===== src/hw/rtl/rlct_pkg.sv =====
// ----------------------------------------------------------------------------
// rlct_pkg
// Shared constants, types and helper functions for the run-length command
// tokenizer: token kinds, byte classes, queue sizes and the item formats.
// ----------------------------------------------------------------------------
package rlct_pkg;

  // Width of the internal run counter and of the run_count field
  localparam int COUNT_WIDTH     = 16;
  localparam int RUN_COUNT_WIDTH = 16;
  localparam int KIND_WIDTH      = 4;
  localparam int BYTE_WIDTH      = 8;

  // Token kinds
  localparam logic [KIND_WIDTH-1:0] KIND_RIGHT      = 4'd0;
  localparam logic [KIND_WIDTH-1:0] KIND_LEFT       = 4'd1;
  localparam logic [KIND_WIDTH-1:0] KIND_OUTPUT     = 4'd2;
  localparam logic [KIND_WIDTH-1:0] KIND_INPUT      = 4'd3;
  localparam logic [KIND_WIDTH-1:0] KIND_INC        = 4'd4;
  localparam logic [KIND_WIDTH-1:0] KIND_DEC        = 4'd5;
  localparam logic [KIND_WIDTH-1:0] KIND_LOOP_START = 4'd6;
  localparam logic [KIND_WIDTH-1:0] KIND_LOOP_END   = 4'd7;
  localparam logic [KIND_WIDTH-1:0] KIND_COMMENT    = 4'd8;
  localparam logic [KIND_WIDTH-1:0] KIND_END        = 4'd9;

  // Byte classes beyond the token kinds
  localparam logic [KIND_WIDTH-1:0] CLASS_NEWLINE = 4'd10;
  localparam logic [KIND_WIDTH-1:0] CLASS_START   = 4'd15;

  // Input actions
  localparam logic ACTION_BYTE = 1'b0;
  localparam logic ACTION_END  = 1'b1;

  // Source characters
  localparam logic [BYTE_WIDTH-1:0] CHAR_RIGHT      = 8'h3E;  // >
  localparam logic [BYTE_WIDTH-1:0] CHAR_LEFT       = 8'h3C;  // <
  localparam logic [BYTE_WIDTH-1:0] CHAR_OUTPUT     = 8'h2E;  // .
  localparam logic [BYTE_WIDTH-1:0] CHAR_INPUT      = 8'h2C;  // ,
  localparam logic [BYTE_WIDTH-1:0] CHAR_INC        = 8'h2B;  // +
  localparam logic [BYTE_WIDTH-1:0] CHAR_DEC        = 8'h2D;  // -
  localparam logic [BYTE_WIDTH-1:0] CHAR_LOOP_START = 8'h5B;  // [
  localparam logic [BYTE_WIDTH-1:0] CHAR_LOOP_END   = 8'h5D;  // ]
  localparam logic [BYTE_WIDTH-1:0] CHAR_NEWLINE    = 8'h0A;

  // Command queue between front and back
  localparam int CMD_PTR_WIDTH = 2;
  localparam int CMD_DEPTH     = 1 << CMD_PTR_WIDTH;
  localparam int CMD_CNT_WIDTH = CMD_PTR_WIDTH + 1;

  // Token buffer at the output
  localparam int TOK_PTR_WIDTH = 2;
  localparam int TOK_DEPTH     = 1 << TOK_PTR_WIDTH;
  localparam int TOK_CNT_WIDTH = TOK_PTR_WIDTH + 1;

  // Classified command handed from front to back
  typedef struct packed {
    logic                  is_end;
    logic [KIND_WIDTH-1:0] cls;
  } cmd_t;

  // One emitted token
  typedef struct packed {
    logic [KIND_WIDTH-1:0]      kind;
    logic [RUN_COUNT_WIDTH-1:0] count;
    logic                       last;
  } token_t;

  // Map a source byte to its class
  function automatic logic [KIND_WIDTH-1:0] classify(input logic [BYTE_WIDTH-1:0] b);
    logic [KIND_WIDTH-1:0] c;
    case (b)
      CHAR_RIGHT:      c = KIND_RIGHT;
      CHAR_LEFT:       c = KIND_LEFT;
      CHAR_OUTPUT:     c = KIND_OUTPUT;
      CHAR_INPUT:      c = KIND_INPUT;
      CHAR_INC:        c = KIND_INC;
      CHAR_DEC:        c = KIND_DEC;
      CHAR_LOOP_START: c = KIND_LOOP_START;
      CHAR_LOOP_END:   c = KIND_LOOP_END;
      CHAR_NEWLINE:    c = CLASS_NEWLINE;
      default:         c = KIND_COMMENT;
    endcase
    return c;
  endfunction

  // Low bits of a run counter as carried in run_count
  function automatic logic [RUN_COUNT_WIDTH-1:0] run_count_of(
      input logic [COUNT_WIDTH-1:0] c);
    logic [COUNT_WIDTH+RUN_COUNT_WIDTH-1:0] wide;
    wide = {{RUN_COUNT_WIDTH{1'b0}}, c};
    return wide[RUN_COUNT_WIDTH-1:0];
  endfunction

endpackage


===== src/hw/rtl/rlct_if.sv =====
// ----------------------------------------------------------------------------
// rlct_if
// Valid/ready channels of the tokenizer: the source input and the token
// output, each with a source and a sink modport.
// ----------------------------------------------------------------------------
interface rlct_in_if;
  import rlct_pkg::*;

  logic                  valid;
  logic                  ready;
  logic                  action;
  logic [BYTE_WIDTH-1:0] source_byte;

  modport source (output valid, output action, output source_byte, input ready);
  modport sink   (input valid, input action, input source_byte, output ready);
endinterface

interface rlct_out_if;
  import rlct_pkg::*;

  logic                       valid;
  logic                       ready;
  logic [KIND_WIDTH-1:0]      token_kind;
  logic [RUN_COUNT_WIDTH-1:0] run_count;
  logic                       last_of_run;

  modport source (output valid, output token_kind, output run_count,
                  output last_of_run, input ready);
  modport sink   (input valid, input token_kind, input run_count,
                  input last_of_run, output ready);
endinterface


===== src/hw/rtl/rlct_front.sv =====
// ----------------------------------------------------------------------------
// rlct_front
// Accepts source items and classifies each byte into a command for the
// command queue.
// ----------------------------------------------------------------------------
module rlct_front (
  rlct_in_if.sink         in,
  input  logic            cmd_full,
  output logic            cmd_push,
  output rlct_pkg::cmd_t  cmd_data
);
  import rlct_pkg::*;

  // Take an item whenever the queue has room
  assign in.ready = !cmd_full;
  assign cmd_push = in.valid && !cmd_full;

  // Classify the byte; an end item carries CLASS_START in place of a class
  always_comb begin
    cmd_data.is_end = (in.action == ACTION_END);
    cmd_data.cls    = (in.action == ACTION_END) ? CLASS_START : classify(in.source_byte);
  end

endmodule


===== src/hw/rtl/rlct_queue.sv =====
// ----------------------------------------------------------------------------
// rlct_queue
// Short command queue between front and back so that each side stalls on
// its own.
// ----------------------------------------------------------------------------
module rlct_queue (
  input  logic            clk,
  input  logic            rst,
  input  logic            push,
  input  rlct_pkg::cmd_t  push_data,
  output logic            full,
  input  logic            pop,
  output logic            pop_valid,
  output rlct_pkg::cmd_t  pop_data
);
  import rlct_pkg::*;

  cmd_t                     mem [CMD_DEPTH];
  logic [CMD_PTR_WIDTH-1:0] wr_ptr;
  logic [CMD_PTR_WIDTH-1:0] rd_ptr;
  logic [CMD_CNT_WIDTH-1:0] count;
  logic                     do_push;
  logic                     do_pop;

  assign full      = (count == CMD_CNT_WIDTH'(CMD_DEPTH));
  assign pop_valid = (count != '0);
  assign pop_data  = mem[rd_ptr];
  assign do_push   = push && !full;
  assign do_pop    = pop && pop_valid;

  // Store entries
  always_ff @(posedge clk) begin
    if (do_push) begin
      mem[wr_ptr] <= push_data;
    end
  end

  // Advance pointers and occupancy
  always_ff @(posedge clk) begin
    if (rst) begin
      wr_ptr <= '0;
      rd_ptr <= '0;
      count  <= '0;
    end else begin
      if (do_push) begin
        wr_ptr <= wr_ptr + CMD_PTR_WIDTH'(1);
      end
      if (do_pop) begin
        rd_ptr <= rd_ptr + CMD_PTR_WIDTH'(1);
      end
      count <= count + CMD_CNT_WIDTH'(do_push) - CMD_CNT_WIDTH'(do_pop);
    end
  end

endmodule


===== src/hw/rtl/rlct_back.sv =====
// ----------------------------------------------------------------------------
// rlct_back
// Carries out classified commands: merges runs, flushes held tokens and
// writes up to two tokens per command into a small output buffer.
// ----------------------------------------------------------------------------
module rlct_back (
  input  logic            clk,
  input  logic            rst,
  input  logic            cmd_valid,
  input  rlct_pkg::cmd_t  cmd_data,
  output logic            cmd_pop,
  rlct_out_if.source      out
);
  import rlct_pkg::*;

  localparam logic [COUNT_WIDTH-1:0] COUNT_MAX = '1;

  // Run state
  logic [KIND_WIDTH-1:0]  prev_class, prev_class_next;
  logic                   pend_valid, pend_valid_next;
  logic [KIND_WIDTH-1:0]  pend_kind, pend_kind_next;
  logic [COUNT_WIDTH-1:0] pend_count, pend_count_next;

  // Results of the current command
  token_t     res0, res1;
  logic [1:0] res_n;

  // Output buffer
  token_t                   tok_mem [TOK_DEPTH];
  logic [TOK_PTR_WIDTH-1:0] wr_ptr, rd_ptr, wr_ptr_1;
  logic [TOK_CNT_WIDTH-1:0] tok_count;
  logic                     out_pop;
  logic                     can_take;

  token_t held_tok;
  logic   is_single;
  logic   is_match;

  // Room for two more tokens regardless of the sink
  assign can_take = (tok_count <= TOK_CNT_WIDTH'(TOK_DEPTH - 2));
  assign cmd_pop  = cmd_valid && can_take;

  assign held_tok.kind  = pend_kind;
  assign held_tok.count = run_count_of(pend_count);
  assign held_tok.last  = 1'b0;

  assign is_single = (cmd_data.cls inside {KIND_OUTPUT, KIND_INPUT,
                                           KIND_LOOP_START, KIND_LOOP_END});
  assign is_match  = pend_valid && (prev_class == cmd_data.cls) &&
                     (pend_kind == cmd_data.cls);

  // Decide results and next run state
  always_comb begin
    prev_class_next = prev_class;
    pend_valid_next = pend_valid;
    pend_kind_next  = pend_kind;
    pend_count_next = pend_count;
    res0            = held_tok;
    res1            = held_tok;
    res_n           = 2'd0;

    if (cmd_data.is_end) begin
      // Flush, then the end token; return to start
      res1.kind  = KIND_END;
      res1.count = RUN_COUNT_WIDTH'(1);
      res1.last  = 1'b1;
      if (pend_valid) begin
        res_n = 2'd2;
      end else begin
        res0  = res1;
        res_n = 2'd1;
      end
      prev_class_next = CLASS_START;
      pend_valid_next = 1'b0;
      pend_kind_next  = '0;
      pend_count_next = '0;
    end else if (cmd_data.cls == CLASS_NEWLINE) begin
      // Break any run
      res0.last       = 1'b1;
      res_n           = pend_valid ? 2'd1 : 2'd0;
      pend_valid_next = 1'b0;
      prev_class_next = cmd_data.cls;
    end else if (is_single) begin
      // Flush, then the command token on its own
      res1.kind  = cmd_data.cls;
      res1.count = RUN_COUNT_WIDTH'(1);
      res1.last  = 1'b1;
      if (pend_valid) begin
        res_n = 2'd2;
      end else begin
        res0  = res1;
        res_n = 2'd1;
      end
      pend_valid_next = 1'b0;
      prev_class_next = cmd_data.cls;
    end else if (is_match) begin
      // Extend the run; emit and restart when the count is full
      if (pend_count == COUNT_MAX) begin
        res0.last       = 1'b1;
        res_n           = 2'd1;
        pend_count_next = COUNT_WIDTH'(1);
      end else begin
        pend_count_next = pend_count + COUNT_WIDTH'(1);
      end
      prev_class_next = cmd_data.cls;
    end else begin
      // Flush and start a new run
      res0.last       = 1'b1;
      res_n           = pend_valid ? 2'd1 : 2'd0;
      pend_valid_next = 1'b1;
      pend_kind_next  = cmd_data.cls;
      pend_count_next = COUNT_WIDTH'(1);
      prev_class_next = cmd_data.cls;
    end
  end

  // Hold run state
  always_ff @(posedge clk) begin
    if (rst) begin
      prev_class <= CLASS_START;
      pend_valid <= 1'b0;
      pend_kind  <= '0;
      pend_count <= '0;
    end else if (cmd_pop) begin
      prev_class <= prev_class_next;
      pend_valid <= pend_valid_next;
      pend_kind  <= pend_kind_next;
      pend_count <= pend_count_next;
    end
  end

  // Output buffer
  assign wr_ptr_1        = wr_ptr + TOK_PTR_WIDTH'(1);
  assign out.valid       = (tok_count != '0);
  assign out.token_kind  = tok_mem[rd_ptr].kind;
  assign out.run_count   = tok_mem[rd_ptr].count;
  assign out.last_of_run = tok_mem[rd_ptr].last;
  assign out_pop         = out.valid && out.ready;

  always_ff @(posedge clk) begin
    if (cmd_pop && (res_n != 2'd0)) begin
      tok_mem[wr_ptr] <= res0;
    end
    if (cmd_pop && (res_n == 2'd2)) begin
      tok_mem[wr_ptr_1] <= res1;
    end
  end

  // Advance buffer pointers
  always_ff @(posedge clk) begin
    if (rst) begin
      wr_ptr    <= '0;
      rd_ptr    <= '0;
      tok_count <= '0;
    end else begin
      if (cmd_pop) begin
        wr_ptr <= wr_ptr + TOK_PTR_WIDTH'(res_n);
      end
      if (out_pop) begin
        rd_ptr <= rd_ptr + TOK_PTR_WIDTH'(1);
      end
      tok_count <= tok_count + (cmd_pop ? TOK_CNT_WIDTH'(res_n) : '0)
                 - TOK_CNT_WIDTH'(out_pop);
    end
  end

endmodule


===== src/hw/rtl/run_length_command_tokenizer_top.sv =====
// ----------------------------------------------------------------------------
// run_length_command_tokenizer_top
// Tokenizes a byte stream of command characters into run-length tokens.
// ----------------------------------------------------------------------------
// Usage:
//   in  : one item per source byte (action 0) or end of source (action 1),
//         accepted when valid and ready are high at a clock edge.
//   out : tokens with kind, run count and last_of_run, which marks the final
//         token caused by one input item.
// The front classifies each byte and pushes it into a four-entry command
// queue; the back merges runs and writes tokens into a four-entry output
// buffer. At most one item is accepted per cycle, while the queue has room.
// An item that produces a token is registered in the queue and then in the
// output buffer before the token shows on out.
// Items that give two tokens (flush plus a new token) leave as two tokens
// through the single output port, which bounds the sustained rate of at
// most one item per cycle.
// When the receiver stalls the output buffer fills, the back stops taking
// commands, the queue fills and the front drops ready on in. A held run is
// sent only when its run ends, its count is full or an end item arrives.
// Reset (rst, synchronous) clears the queue, the buffer and any held run.
// ----------------------------------------------------------------------------
module run_length_command_tokenizer_top (
  input  logic        clk,
  input  logic        rst,
  rlct_in_if.sink     in,
  rlct_out_if.source  out
);
  import rlct_pkg::*;

  logic cmd_full;
  logic cmd_push;
  cmd_t cmd_in;
  logic cmd_valid;
  cmd_t cmd_out;
  logic cmd_pop;

  rlct_front u_front (
    .in       (in),
    .cmd_full (cmd_full),
    .cmd_push (cmd_push),
    .cmd_data (cmd_in)
  );

  rlct_queue u_queue (
    .clk       (clk),
    .rst       (rst),
    .push      (cmd_push),
    .push_data (cmd_in),
    .full      (cmd_full),
    .pop       (cmd_pop),
    .pop_valid (cmd_valid),
    .pop_data  (cmd_out)
  );

  rlct_back u_back (
    .clk       (clk),
    .rst       (rst),
    .cmd_valid (cmd_valid),
    .cmd_data  (cmd_out),
    .cmd_pop   (cmd_pop),
    .out       (out)
  );

endmodule

===== src/flat_wrapper.sv =====
// flat-port wrapper written by rule: the top's interface ports become plain ports
module run_length_command_tokenizer_top_flat import rlct_pkg::*;
  (clk, rst, in_valid, in_action, in_source_byte, in_ready, out_valid, out_token_kind, out_run_count, out_last_of_run, out_ready);
  rlct_in_if in_i ();
  rlct_out_if out_i ();
  input  logic clk;
  input  logic rst;
  input wire logic [$bits(in_i.valid)-1:0] in_valid;
  input wire logic [$bits(in_i.action)-1:0] in_action;
  input wire logic [$bits(in_i.source_byte)-1:0] in_source_byte;
  output wire logic [$bits(in_i.ready)-1:0] in_ready;
  output wire logic [$bits(out_i.valid)-1:0] out_valid;
  output wire logic [$bits(out_i.token_kind)-1:0] out_token_kind;
  output wire logic [$bits(out_i.run_count)-1:0] out_run_count;
  output wire logic [$bits(out_i.last_of_run)-1:0] out_last_of_run;
  input wire logic [$bits(out_i.ready)-1:0] out_ready;
  assign in_i.valid = in_valid;
  assign in_i.action = in_action;
  assign in_i.source_byte = in_source_byte;
  assign in_ready = in_i.ready;
  assign out_valid = out_i.valid;
  assign out_token_kind = out_i.token_kind;
  assign out_run_count = out_i.run_count;
  assign out_last_of_run = out_i.last_of_run;
  assign out_i.ready = out_ready;
  run_length_command_tokenizer_top u_core (.clk(clk), .rst(rst), .in(in_i), .out(out_i));
endmodule

===== config.mk =====
export PLATFORM = sky130hd
export DESIGN_NAME = run_length_command_tokenizer_top_flat
export DESIGN_NICKNAME = d
export VERILOG_FILES = /design/src/hw/rtl/rlct_pkg.sv /design/src/hw/rtl/rlct_if.sv /design/src/hw/rtl/rlct_front.sv /design/src/hw/rtl/rlct_queue.sv /design/src/hw/rtl/rlct_back.sv /design/src/hw/rtl/run_length_command_tokenizer_top.sv /design/src/flat_wrapper.sv
export SDC_FILE = /design/constraint.sdc
export NUM_CORES = 1
export LEC_CHECK = 0
export BUFFER_PORTS_ARGS = -buffer_cell sky130_fd_sc_hd__buf_2
export CAP_MARGIN = 10
export CORE_MARGIN = 2
export CORE_UTILIZATION = 55
export CTS_BUF_LIST = sky130_fd_sc_hd__clkbuf_4
export CTS_CLUSTER_DIAMETER = 100
export CTS_CLUSTER_SIZE = 28
export DETAILED_ROUTE_END_ITERATION = 12
export GPL_ROUTABILITY_DRIVEN = 0
export PLACE_DENSITY = 0.74
export SLEW_MARGIN = 30
export SYNTH_ARGS = -nofsm -noshare
export SYNTH_HDL_FRONTEND = slang
export SYNTH_SLANG_ARGS = --single-unit

===== constraint.sdc =====
create_clock -name clk -period 3.8 [get_ports clk]
set_input_delay 0.38 -clock clk [delete_from_list [all_inputs] [get_ports clk]]
set_output_delay 0.38 -clock clk [all_outputs]
set_load 0.02 [all_outputs]

**Word level (Yosys, flattened, before mapping)**

Memories as Yosys holds them, arrays and structs flattened. A register that Yosys moved wholly into a read port is not among the register bits.
Index checks and enable logic that the tools add are counted.

- Word-level logic and storage cells: 109
- Memory bits (writable): 104
- Input port bits: 13
- Output and inout port bits: 23
- Memories kept: 2
- Register bits after elaboration: 39

Memories:

| memory | words | bits a word | rd ports | clocked after Yosys merged registers in | write ports | line | text |
|---|---|---|---|---|---|---|---|
| u_core.u_back.tok_mem | 4 | 21 | 1 | 1 | 2 | rlct_back.sv:29 | `token_t tok_mem [TOK_DEPTH];` |
| u_core.u_queue.mem | 4 | 5 | 1 | 1 | 1 | rlct_queue.sv:18 | `cmd_t mem [CMD_DEPTH];` |

- Order comparisons: 1
- Eq/ne operators: 23
- Reduce and logical (&&, ||, !) cells: 17
- Mux-type cells: 46
- Add/subtract/negate cells: 10

Operators by type and width:

| kind | count |
|---|---|
| 21-bit 2-to-1 mux | 6 |
| 16-bit 2-to-1 mux | 5 |
| 8-bit by 6-bit equality test with 1-bit output (second input constant) | 6 |
| 20-bit 2-to-1 mux | 2 |
| 4-bit one-hot mux with 9 select lines | 1 |
| 4-bit 2-to-1 mux | 6 |
| 2-bit 2-to-1 mux | 9 |
| 1-bit 2-to-1 mux | 17 |
| 16-bit by 1-bit adder with 16-bit output (second input constant) | 1 |
| 16-bit equality test (second input constant) | 1 |
| 8-bit by 7-bit equality test with 1-bit output (second input constant) | 2 |
| 1-bit logical AND | 9 |
| 2-bit by 1-bit adder with 2-bit output (second input constant) | 4 |
| 4-bit by 2-bit equality test with 1-bit output (second input constant) | 2 |
| 4-bit by 3-bit equality test with 1-bit output (second input constant) | 2 |
| 4-bit equality test | 2 |
| 8-bit by 4-bit equality test with 1-bit output (second input constant) | 1 |
| 2-bit by 1-bit inequality test with 1-bit output (second input constant) | 3 |
| 3-bit nonzero test | 2 |
| 3-bit by 1-bit subtractor with 3-bit output | 2 |
| 4-bit equality test (second input constant) | 1 |
| 4-bit by 2-bit inequality test with 1-bit output (second input constant) | 1 |
| 4-bit AND reduction | 1 |
| 4-bit nonzero test | 1 |
| other kinds (10) | 10 |

**Longest topological paths before layout**

- Word-level depth: 11
- Depth in mapped cells: 13
- Depth with buffers taken out: 12

**Hierarchy**

From an unflattened synthesis, not the netlist that was laid out.

- Cells, all modules: 568
- Area, all modules: 6,865.3 um^2

By module, submodules not included:

| module | area each (um^2) | instances | cells each | sequential area each (um^2) |
|---|---|---|---|---|
| rlct_back | 5,505.3 | 1 | 472 | 3,203.1 |
| rlct_queue | 1,197.4 | 1 | 75 | 780.7 |
| rlct_front | 162.7 | 1 | 21 | 0.0 |

**Least setup slack after synthesis**

OpenSTA, ideal clock, no wires.

- Path type: flip-flop to flip-flop
- Start point: register with a tool-made name
- End point: memory u_core.u_back.tok_mem[1][0] (netlist bit) (enable)
- Clock period less this slack: 3.954 ns
- Cell stages (with the launch flop): 9
- Library setup time: 0.431 ns
- Path buffers: 2
- Data required time: 3.369 ns
- Arrival time: 3.522 ns
- Setup slack: -0.154 ns
- Cells stage by stage: dfxtp_1 buf_6 mux4_1 mux2i_1 nor2_1 nor4b_4 buf_6 a211o_2 a21boi_0

RTL lines:

| item | line |
|---|---|
| end: declaration | rlct_back.sv:29 |

==> metrics.txt <==
# TYPE chip_impl_metric gauge
chip_impl_metric{name="io-pin-count",unit=""} 36
chip_impl_info{name="status",value="complete, no violations"} 1
chip_impl_info{name="critical_path_class",value="reg -> reg"} 1
chip_impl_metric{name="max_slew_violation_total_from_the_final_report",unit=""} 0
chip_impl_metric{name="placement.io_buffers",unit=""} 35
chip_impl_metric{name="dr.first_iter.drc_count",unit=""} 375
chip_impl_info{name="start_kind",value="register"} 1
chip_impl_metric{name="largest_net_degree_at_the_start_of_global_routing",unit=""} 27
chip_impl_metric{name="synthesis.instances",unit=""} 567
chip_impl_metric{name="synth_compound_area_frac",unit=""} 0.0830
chip_impl_metric{name="drt.antenna.violating_nets",unit=""} 0
chip_impl_metric{name="async_reset_ff_frac",unit=""} 0
chip_impl_metric{name="first_pass_grt_wire_length",unit="µm"} 23100
chip_impl_metric{name="synth_mux_area_frac",unit=""} 0.0928
chip_impl_metric{name="fmaxAchievable",unit="GHz"} 0.291
chip_impl_metric{name="multi_input_comb_area",unit="mm²"} 0.00289
chip_impl_metric{name="yosys_register_bits",unit=""} 147
chip_impl_info{name="type_of_the_worst_min_delay_path",value="in -> reg"} 1
chip_impl_metric{name="first_global_vias",unit=""} 4627
chip_impl_info{name="clock_tree_from_tritoncts",value="built"} 1
chip_impl_metric{name="synth-seq-area-share",unit=""} 0.566
chip_impl_metric{name="drt-pass1-iter-count",unit=""} 5
chip_impl_info{name="top_reg_cell_synth",value="edfxtp_1"} 1
chip_impl_metric{name="power.leakage",unit="nW"} 2.70
chip_impl_metric{name="design_power_total",unit="mW"} 5.55
chip_impl_metric{name="core_area",unit="mm²"} 0.0126
chip_impl_metric{name="hpwlAfterDp",unit="µm"} 9930
chip_impl_metric{name="layout-area-overhead-vs-synth",unit="%"} 10.4
chip_impl_metric{name="clkLatencyLatePin",unit="ps"} 570
chip_impl_metric{name="num-fill-cells",unit=""} 1003
chip_impl_metric{name="max-vdd-ir-drop",unit="µV"} 353
chip_impl_metric{name="synth-adder-area-share",unit=""} 0.0252
chip_impl_metric{name="internal_power",unit="mW"} 3.47
chip_impl_metric{name="r2r_slack",unit="ps"} 360
chip_impl_metric{name="timing_worst_slew_pin_value",unit="ps"} 714
chip_impl_metric{name="cp.arrival",unit="ps"} 3880
chip_impl_metric{name="synth.avg_cell_area",unit="µm²"} 12.4
chip_impl_metric{name="avgViaCountPerCell",unit=""} 5.88
chip_impl_metric{name="finalHoldViolCount",unit=""} 0
chip_impl_info{name="main_combinational_cell_family_by_area_after_synthesis",value="simple AND/OR/NAND/NOR gates"} 1
chip_impl_metric{name="clock_tree.buffer_depth",unit=""} 2
chip_impl_metric{name="postLayoutCellArea",unit="mm²"} 0.00777
chip_impl_metric{name="width_of_the_die",unit="µm"} 117
chip_impl_metric{name="htree_levels",unit=""} 4
chip_impl_metric{name="post_synth_xor_area_fraction",unit=""} 0.0236
chip_impl_metric{name="netlist_area",unit="mm²"} 0.00704
chip_impl_metric{name="comb_power_share",unit=""} 0.374
chip_impl_metric{name="dr_total_vias",unit=""} 4641
chip_impl_info{name="unrepaired_setup_endpoints_after_global_routing",value="no"} 1
chip_impl_metric{name="cts_hold_buf",unit=""} 0
chip_impl_metric{name="cts.reportedPaths.clkPinSlew",unit="ps"} 120
chip_impl_metric{name="drive_gt1_frac",unit=""} 0.203
chip_impl_metric{name="fin_tns_setup",unit="ps"} 0
chip_impl_metric{name="yosys_warnings",unit=""} 0
chip_impl_metric{name="globalRouteTotalUtil",unit=""} 0.226
chip_impl_metric{name="placement_rows",unit=""} 41
chip_impl_metric{name="wire_per_inst",unit="µm"} 18.1
chip_impl_info{name="clock-root-buffer",value="clkbuf_4"} 1
chip_impl_metric{name="die-area",unit="mm²"} 0.0137
chip_impl_metric{name="cts.sinks",unit=""} 147
chip_impl_metric{name="part_of_the_total_power_dissipated_in_the_clock_network",unit=""} 0.213
chip_impl_metric{name="die_height",unit="µm"} 117
chip_impl_metric{name="placedInstanceArea",unit="mm²"} 0.00741
chip_impl_metric{name="n_antenna_cell",unit=""} 0
chip_impl_metric{name="antenna_found_initial",unit=""} 0
chip_impl_metric{name="synth_enable_flop_cells",unit=""} 104
chip_impl_info{name="critPathCaptureType",value="register"} 1
chip_impl_metric{name="post-route-min-period",unit="ps"} 3440
chip_impl_metric{name="power.share.switching",unit=""} 0.374
chip_impl_metric{name="power.sequential.fraction",unit=""} 0.414
chip_impl_metric{name="final_min_period_over_clock_period",unit=""} 0.905
chip_impl_metric{name="power_density",unit="mW/mm²"} 714
chip_impl_metric{name="totalWireLength",unit="µm"} 14300
chip_impl_metric{name="worst_ep_required_time",unit="ps"} 4240
chip_impl_metric{name="post_cts_resize_count",unit=""} 0
chip_impl_metric{name="path_max_fanout",unit=""} 11
chip_impl_metric{name="grt_overflow",unit=""} 0
chip_impl_metric{name="final_net_count",unit=""} 630
chip_impl_metric{name="start_util",unit=""} 0.560
chip_impl_metric{name="finalSetupViolCount",unit=""} 0
chip_impl_metric{name="drc",unit=""} 0
chip_impl_metric{name="maxCapViolCount",unit=""} 0
chip_impl_metric{name="cts_setup_buffers",unit=""} 0
chip_impl_metric{name="total_switching_power",unit="mW"} 2.08
chip_impl_metric{name="sequential_cell_area",unit="mm²"} 0.00399
chip_impl_metric{name="synthSimpleGateAreaFrac",unit=""} 0.182
chip_impl_metric{name="synthesis.nets",unit=""} 593
chip_impl_metric{name="finClkSkew",unit="ps"} 16.9
chip_impl_metric{name="max-slew-margin-rel",unit=""} 0.520
chip_impl_metric{name="netlist-cell-type-count",unit=""} 65
chip_impl_metric{name="cts_inserted_buffers",unit=""} 17
final timing paths:
| kind | from | endpoint | cells after the start |
|---|---|---|---|
| max | register | u_core.u_back.tok_count[2] | 10 |
| min | in_action | u_core.u_queue.mem[1][4] | 1 |
| max reg2reg | register | u_core.u_back.tok_count[2] | 10 |
| min reg2reg | u_core.u_queue.wr_ptr[1] | u_core.u_queue.wr_ptr[1] | 2 |
power groups by stage:
stage	Combinational, mW	Clock, mW	Sequential (mW)
global route	2.29	1.27	2.33
detailed placement	2.08	0	2.33
floorplan	1.55	0	2.23
CTS	2.09	1.20	2.29
finish	2.07	1.18	2.29
global placement	2.00	0	2.31
state kept, by name (all words and copies together), names as in the netlist, named ones only:
name and cells:
u_core.u_back.pend_valid 1, u_core.u_back.pend_count 16, u_core.u_back.rd_ptr 2, u_core.u_back.tok_count 3, u_core.u_back.prev_class 4, u_core.u_queue.mem 20
u_core.u_queue.count 3, u_core.u_back.wr_ptr 2, u_core.u_queue.wr_ptr 2, u_core.u_queue.rd_ptr 2, u_core.u_back.tok_mem 84, u_core.u_back.pend_kind 4
cells in the mapped netlist, types with 7 or more instances:
master      n  share of area
nand2b_1    9         0.0080
a21oi_1    25          0.018
nand3_1    11         0.0078
edfxtp_1  104           0.44
ha_1       11          0.020
a22oi_1     7         0.0075
dfxtp_1    43           0.12
xor2_1     13          0.016
inv_1      18         0.0096
o21ai_0    11         0.0078
nor2_1     37          0.020
mux4_2     24          0.077
clkbuf_1   17         0.0091
nor2b_1    26          0.023
a22o_1      7         0.0087
nand2_1    44          0.023
and2_1     52          0.046
nand4_1    11         0.0098
layer usage:
layer / global-route usage / wire [µm]
met2: 0.383 / 7240
met5: 0 / 0
met3: 0.0644 / 743
met4: 0.0784 / 271
met1: 0.280 / 6010
cell type report:
class	instances	share of cell area
well taps	172	0.0277
clock inverters	15	0.0292
flip-flops and latches	147	0.513
inverters	18	0.00870
clock buffers	17	0.0164
repair buffers	45	0.0327
multi-input cells	375	0.372
kinds of logic (layout without fill, tap and decap cells):
group | count (synthesis) | in the layout
AND/OR/NAND/NOR | 229 | 229
buffers and inverters | 45 | 95
adder cells (fa/ha/maj) | 13 | 13
multiplexers | 32 | 32
flip-flops | 147 | 147
XOR/XNOR | 19 | 19
AO/OA/AOI/OAI | 82 | 82
critical path, stage by stage, from the launching register on:
cell and delay, ps:
dfxtp_1 590, mux4_2 640, a2111o_1 470, nor4b_4 360
a211o_2 200, a21oi_1 70, ha_1 220, fa_1 390
xor2_1 190, xnor2_1 140, nor2_1 50
metrics by stage:
stage          std cells  hold WS, ps  setup WS [ps]   util
6_report             789         97.9            360  0.618
5_1_grt              789         48.8            106  0.618
4_1_cts              789         44.2            335  0.618
3_5_place_dp         757          503            360  0.590
3_3_place_gp         756          485            466  0.589
2_1_floorplan        567          469            369      -
placed cells by master, fill, tap and decap left out, types with 4 or more instances in the layout:
cell type,n
xnor2_1,6
dfxtp_1,42
a21oi_1,24
a22o_1,7
o21ai_0,11
and3_1,6
inv_1,18
mux2i_1,6
buf_4,9
or3_1,6
mux4_2,24
clkbuf_4,17
inv_6,4
edfxtp_1,104
nand2_1,44
nor2b_1,26
xor2_1,13
nand4_1,11
nand3_1,11
nor2_1,37
ha_1,11
a22oi_1,7
buf_2,35
bufinv_16,5
nor3_1,6
and2_1,52
nand2b_1,9
No activity file was read; power rests on OpenSTA's default activity.
